===== src/sv/assert_macros.svh =====
`ifndef ASSERT_MACROS_SVH
`define ASSERT_MACROS_SVH

// Check a property on every clock edge outside reset.
`define ABKF_ASSERT(lbl, prop, msg) \
	lbl: assert property (@(posedge clk) disable iff (!arst_n) (prop)) else $error(msg);

// Check that a condition is followed by another one on the next edge.
`define ABKF_ASSERT_NEXT(lbl, ante, cons, msg) \
	lbl: assert property (@(posedge clk) disable iff (!arst_n) (ante) |=> (cons)) else $error(msg);

`endif


===== src/sv/abkf_pkg.sv =====
package abkf_pkg;

	localparam int DATA_W  = 32;
	localparam int DT_W    = 24;
	localparam int DT_FRAC = 24;
	localparam int CFG_W   = 31;
	localparam int MUL_W   = 36;
	localparam int PROD_W  = 72;
	localparam int SUM_W   = 50;
	localparam int DEN_W   = 33;

	localparam logic OP_STEP   = 1'b0;
	localparam logic OP_PRESET = 1'b1;

	localparam logic [1:0] REG_Q_ANGLE = 2'd0;
	localparam logic [1:0] REG_Q_BIAS  = 2'd1;
	localparam logic [1:0] REG_R_NOISE = 2'd2;

	typedef enum logic [2:0] {
		ST_IDLE,
		ST_MUL,
		ST_WB,
		ST_DIV,
		ST_GAIN,
		ST_DONE
	} state_t;

	typedef enum logic [3:0] {
		P_DT_RATE,
		P_DT_P11,
		P_DT_INNER,
		P_DT_QBIAS,
		P_K0_Y,
		P_K1_Y,
		P_K0_P00,
		P_K0_P01,
		P_K1_P00,
		P_K1_P01
	} prod_t;

	typedef struct packed {
		logic  load;
		logic  preset;
		logic  mul;
		logic  wb;
		prod_t sel;
		logic  div_ld;
		logic  div_step;
		logic  gain_ld;
		logic  out_ld;
	} cmd_t;

	typedef struct packed {
		logic out_full;
	} status_t;

	function automatic logic signed [DATA_W-1:0] sat32(input logic signed [SUM_W-1:0] x);
		logic signed [SUM_W-1:0] hi;
		logic signed [SUM_W-1:0] lo;
		hi = {{(SUM_W-DATA_W+1){1'b0}}, {(DATA_W-1){1'b1}}};
		lo = {{(SUM_W-DATA_W+1){1'b1}}, {(DATA_W-1){1'b0}}};
		if (x > hi) begin
			return hi[DATA_W-1:0];
		end else if (x < lo) begin
			return lo[DATA_W-1:0];
		end
		return x[DATA_W-1:0];
	endfunction

	function automatic logic signed [SUM_W-1:0] sx(input logic [DATA_W-1:0] v);
		return {{(SUM_W-DATA_W){v[DATA_W-1]}}, v};
	endfunction

endpackage


===== src/sv/abkf_ctrl.sv =====
module abkf_ctrl #(
	parameter int COV_FRAC = 24
) (
	input  logic                clk,
	input  logic                arst_n,
	input  logic                in_valid,
	input  logic                in_opcode,
	output logic                in_ready,
	input  abkf_pkg::status_t   status,
	output abkf_pkg::cmd_t      cmd
);
	import abkf_pkg::*;

	localparam int DIV_STEPS = (32 + COV_FRAC + 1) / 2;
	localparam int CNT_W = $clog2(DIV_STEPS);

	state_t state_q, state_d;
	prod_t sel_q;
	logic [CNT_W-1:0] cnt_q;
	logic div_last;

	assign div_last = (cnt_q == CNT_W'(DIV_STEPS - 1));

	always_comb begin
		state_d = state_q;
		unique case (state_q)
			ST_IDLE: begin
				if (in_valid) begin
					state_d = (in_opcode == OP_PRESET) ? ST_DONE : ST_MUL;
				end
			end
			ST_MUL:  state_d = ST_WB;
			ST_WB: begin
				if (sel_q == P_DT_QBIAS) begin
					state_d = ST_DIV;
				end else if (sel_q == P_K1_P01) begin
					state_d = ST_DONE;
				end else begin
					state_d = ST_MUL;
				end
			end
			ST_DIV:  state_d = div_last ? ST_GAIN : ST_DIV;
			ST_GAIN: state_d = ST_MUL;
			ST_DONE: state_d = status.out_full ? ST_DONE : ST_IDLE;
			default: state_d = ST_IDLE;
		endcase
	end

	always_comb begin
		cmd = '0;
		cmd.sel = sel_q;
		in_ready = 1'b0;
		unique case (state_q)
			ST_IDLE: begin
				in_ready = 1'b1;
				cmd.load = in_valid;
				cmd.preset = in_valid && (in_opcode == OP_PRESET);
			end
			ST_MUL:  cmd.mul = 1'b1;
			ST_WB: begin
				cmd.wb = 1'b1;
				cmd.div_ld = (sel_q == P_DT_QBIAS);
			end
			ST_DIV:  cmd.div_step = 1'b1;
			ST_GAIN: cmd.gain_ld = 1'b1;
			ST_DONE: cmd.out_ld = !status.out_full;
			default: ;
		endcase
	end

	always_ff @(posedge clk or negedge arst_n) begin
		if (!arst_n) begin
			state_q <= ST_IDLE;
			sel_q   <= P_DT_RATE;
			cnt_q   <= '0;
		end else begin
			state_q <= state_d;
			if (state_q == ST_IDLE) begin
				sel_q <= P_DT_RATE;
				cnt_q <= '0;
			end else if (state_q == ST_WB && sel_q != P_K1_P01) begin
				sel_q <= prod_t'(sel_q + 4'd1);
			end
			if (state_q == ST_DIV) begin
				cnt_q <= cnt_q + 1'b1;
			end
		end
	end

endmodule

===== config.mk =====
export PLATFORM = sky130hd
export DESIGN_NAME = abkf_ctrl
export DESIGN_NICKNAME = d
export VERILOG_FILES = /design/src/sv/assert_macros.svh /design/src/sv/abkf_pkg.sv /design/src/sv/abkf_ctrl.sv
export SDC_FILE = /design/constraint.sdc
export NUM_CORES = 1
export LEC_CHECK = 0
export ABC_AREA = 1
export BUFFER_PORTS_ARGS = -buffer_cell sky130_fd_sc_hd__buf_2
export CORE_MARGIN = 3
export CORE_UTILIZATION = 44
export DETAILED_ROUTE_END_ITERATION = 8
export PLACE_DENSITY = 0.78
export SLEW_MARGIN = 0
export SYNTH_ARGS = -nofsm -noshare
export SYNTH_HDL_FRONTEND = slang
export SYNTH_SLANG_ARGS = --single-unit

===== constraint.sdc =====
create_clock -name clk -period 2.7 [get_ports clk]
set_input_delay 0.81 -clock clk [delete_from_list [all_inputs] [get_ports clk]]
set_output_delay 0.81 -clock clk [all_outputs]
set_load 0.02 [all_outputs]

==> impl_summary.md <==
Place
Routability-driven placement finished with a final weighted congestion of a little under 0.8. The port buffer count is 17. The pre-CTS setup slack is between 400 and 500 ps. Once detailed placement completed, the half-perimeter wirelength came to ~1.2 mm.

STA
The setup violation total in the final timing report is 0. Headroom to the max-slew limit came out at 0.8067. Across all hold checks on the routed design, the worst slack comes to 409.3 ps.

The setup slack after layout is roughly 480 ps. The part of the cycle the worst path needs is 0.8234. Setup repair after global routing left no endpoint under its margin. The slew at the pin closest to its max-slew limit is between 200 and 300 ps. Timing would allow up to between 0.4 and 0.5 GHz. The clock skew is approximately 5.0 ps. The clock period could shrink to around 2200 ps. In the final timing run, aggregate negative setup slack is 0 ps. The final number of hold-violating endpoints is 0. The number of max-slew violations in the final report was 0.

Synth
The area of the mapped netlist is around 750 um2. Of the synthesized area, sequential elements account for 0.3980. The post-synthesis cell count is 96. The number of synthesized register bits is 12. The share of synthesized area in the top cell type comes to 0.3980. Dividing the synthesized area by the synthesized cell count gives 7.859 um2. Sorting the synthesized cells by area gives the leading types as dfrtp_1, nand2_1, nor2_1. The number of warnings reported in the yosys synthesis log is 0. The number of nets handed over by synthesis was about 100. Summed over all instances, the cell type with the most area after synthesis is dfrtp_1. The count of different cell masters after synthesis is 24.

Detailed routing
Dividing the detail-routed via count by the number of cells gives around 5.3. The number of DRC markers in iteration 0 is 19. The total via count after detailed routing is 693. Dividing the detail-routed wire length by the instance count gives between 10 and 15 um.

For this run, design rule violations remaining after detail routing come to 0. The detail route stage leaves a number of antenna-violating nets equal to 0. Before antenna repair, the detailed router went through 4 iterations. The routed wire length is around 1.5 mm.

Power and ir drop
VDD sags by at most ~0.00051 V. The completed layout was analyzed and its total power is 0.9747 mW. For this design the static power due to leakage is between 0.4 and 0.5 nW. The power per cell area is roughly 1100 mW/mm2.

Worst setup path
In this design, the stage delay of the slowest critical-path cell is between 200 and 300 ps. The endpoint of the most critical register-to-register path is sel_q[0]. By startpoint and endpoint, the worst setup path is classified as input pin to output port. Data on the critical path arrives at its endpoint at approximately 1400 ps. The worst setup slack for register-to-register paths is between 1000 and 1500 ps.

Among all stages on the critical path, the largest delay is contributed by nor4_1. The largest driver fanout on the critical path is 2. The cell depth of the worst flop-to-flop path is 6. The reg-to-reg startpoint is sel_q[0]. The endpoint type of the worst setup path is an output port. The launching element type of the critical path is an input pin. The data required time at the worst endpoint is roughly 1900 ps. The cell repeated most along the worst path is buf_2. The capturing element of the worst setup path is cmd[0].

The critical path goes through buf_2, nor4_1, buf_2. In this run the worst setup path begins at status.

Die
The initial utilization of the core area, before any placement, comes to 0.4839. The region available for standard cell placement spans around 0.0016 mm2. The die is about 47 um tall. The count of boundary I/O pins is 18. The floorplan step set the die width to roughly 47 um. In this run the core area contains 14 standard-cell rows. The die covers approximately 0.0022 mm2.

GRT
The global-route usage over all layers is 0.1558. The first global-routing pass estimated 2.421 mm of wire. Entering global routing, the biggest net connects 13 pins.

The number of global-route vias before repair came to slightly below 600. The number of antenna violations at the first check in global routing is 0. Summed over all layers, the global routing overflow is 0.

CTS
After clock tree synthesis, the clock-pin slew on the worst setup and hold paths is 70 ps. At the later pin of the worst-skew pair, clock insertion delay measures about 270 ps. CTS built an H-tree with a depth of 1.

The number of buffers inserted by hold repair at cts is 0. CTS placed an instance of clkbuf_4 at the clock tree root. The number of buffers added for setup after CTS is 0. TritonCTS created 3 clock buffers.

The clock net in this run drives a total of 12 sinks. The TritonCTS clock tree is done. The clock passes through at most 2 buffers. The post-cts resize count is 0.

Finish
The fraction of final layout cells with drive strength greater than 1 is 0.2783. The library cells used most frequently in the layout, excluding fill and tap cells, are nand2_1, buf_2, nor2_1. Summing all multi-input logic gate instances after layout gives slightly below 400 um2. The layout overhead on the synthesized area is 15.92%. After the last flow step, the layout net total stands at 125.

The flip-flop and latch area is approximately 300 um2. The number of fill cells is about 150. 0 antenna diodes ended up in the layout.

Hold path
In this run the worst hold path is classified as input pin to asynchronous set/reset pin.

Run status
The run finished with clean final reports.

Run
The reported max-cap violation count is 0.
==> per-layer routing <==
| metal | part of all wire | vias up | routed length (um) | global-route usage |
|---|---|---|---|---|
| li1 | - | 356 | - | - |
| met3 | 0.044 | 2 | 67 | 0.04511 |
| met1 | 0.45 | 319 | 688 | 0.1939 |
| met4 | 0.0046 | 0 | 7 | 0.04972 |
| met2 | 0.50 | 16 | 756 | 0.2594 |
| met5 | 0 | - | 0 | 0 |
==> synthesized netlist by cell type, drive strengths merged <==
master	n
nand4	4
a31oi	1
nor3	2
ha	3
o31ai	1
a21oi	3
nor4	1
xor2	1
nor2	14
nand3	10
buf	1
o21ai	8
o211ai	1
inv	14
dfrtp	12
nand2	20
==> worst min path at each step <==
stage	depth (start not counted)	from	to	slack (ps)
2_1_floorplan	2	cnt_q[1]	cnt_q[1]	470
3_3_place_gp	2	cnt_q[1]	cnt_q[1]	490
3_5_place_dp	1	cnt_q[0]	cnt_q[0]	500
4_1_cts	1	arst_n	cnt_q[2]	410
5_1_grt	1	arst_n	cnt_q[3]	410
6_report	1	arst_n	cnt_q[3]	410
==> critical path: cells and delay by family <==
family / cells / cell delay (ps)
AND/OR/NAND/NOR: 1 / 280
buffers and inverters: 2 / 320
==> layout make-up <==
class                           instances  area share
Clock buffer                            3     0.02575
Inverter                               14     0.06009
Multi-Input combinational cell         69      0.4506
Sequential cell                        12      0.3433
Tap cell                               16     0.02289
Timing Repair Buffer                   17     0.09728
==> metrics by stage <==
step | instance area (um2) | std cells | utilization
4_1_cts | 874.6 | 131 | 0.5610
2_1_floorplan | 754.5 | 96 | -
3_5_place_dp | 852.1 | 128 | 0.5465
3_3_place_gp | 852.1 | 128 | 0.5465
5_1_grt | 874.6 | 131 | 0.5610
6_report | 874.6 | 131 | 0.5610
==> cell families (layout without fill, tap and decap cells) <==
| logic type | Yosys count | after routing | synth area share |
|---|---|---|---|
| flops | 12 | 12 | 0.3980 |
| xor+xnor | 1 | 1 | 0.01161 |
| buf+inv | 15 | 34 | 0.07961 |
| simple gates | 51 | 51 | 0.3499 |
| fa+ha+maj | 3 | 3 | 0.04976 |
| compound gates | 14 | 14 | 0.1111 |
==> sequential cells by signal, indices dropped and copies added, names as in the netlist <==
signal / cells
state_q: 3
sel_q: 4
cnt_q: 5
==> power breakdown <==
part / internal [mW] / switching, mW
Clock: 0.0515 / 0.0539
Sequential: 0.242 / 0.0917
Combinational: 0.175 / 0.361
Total: 0.468 / 0.506
Note: power is estimated with default switching activity, not from simulation.
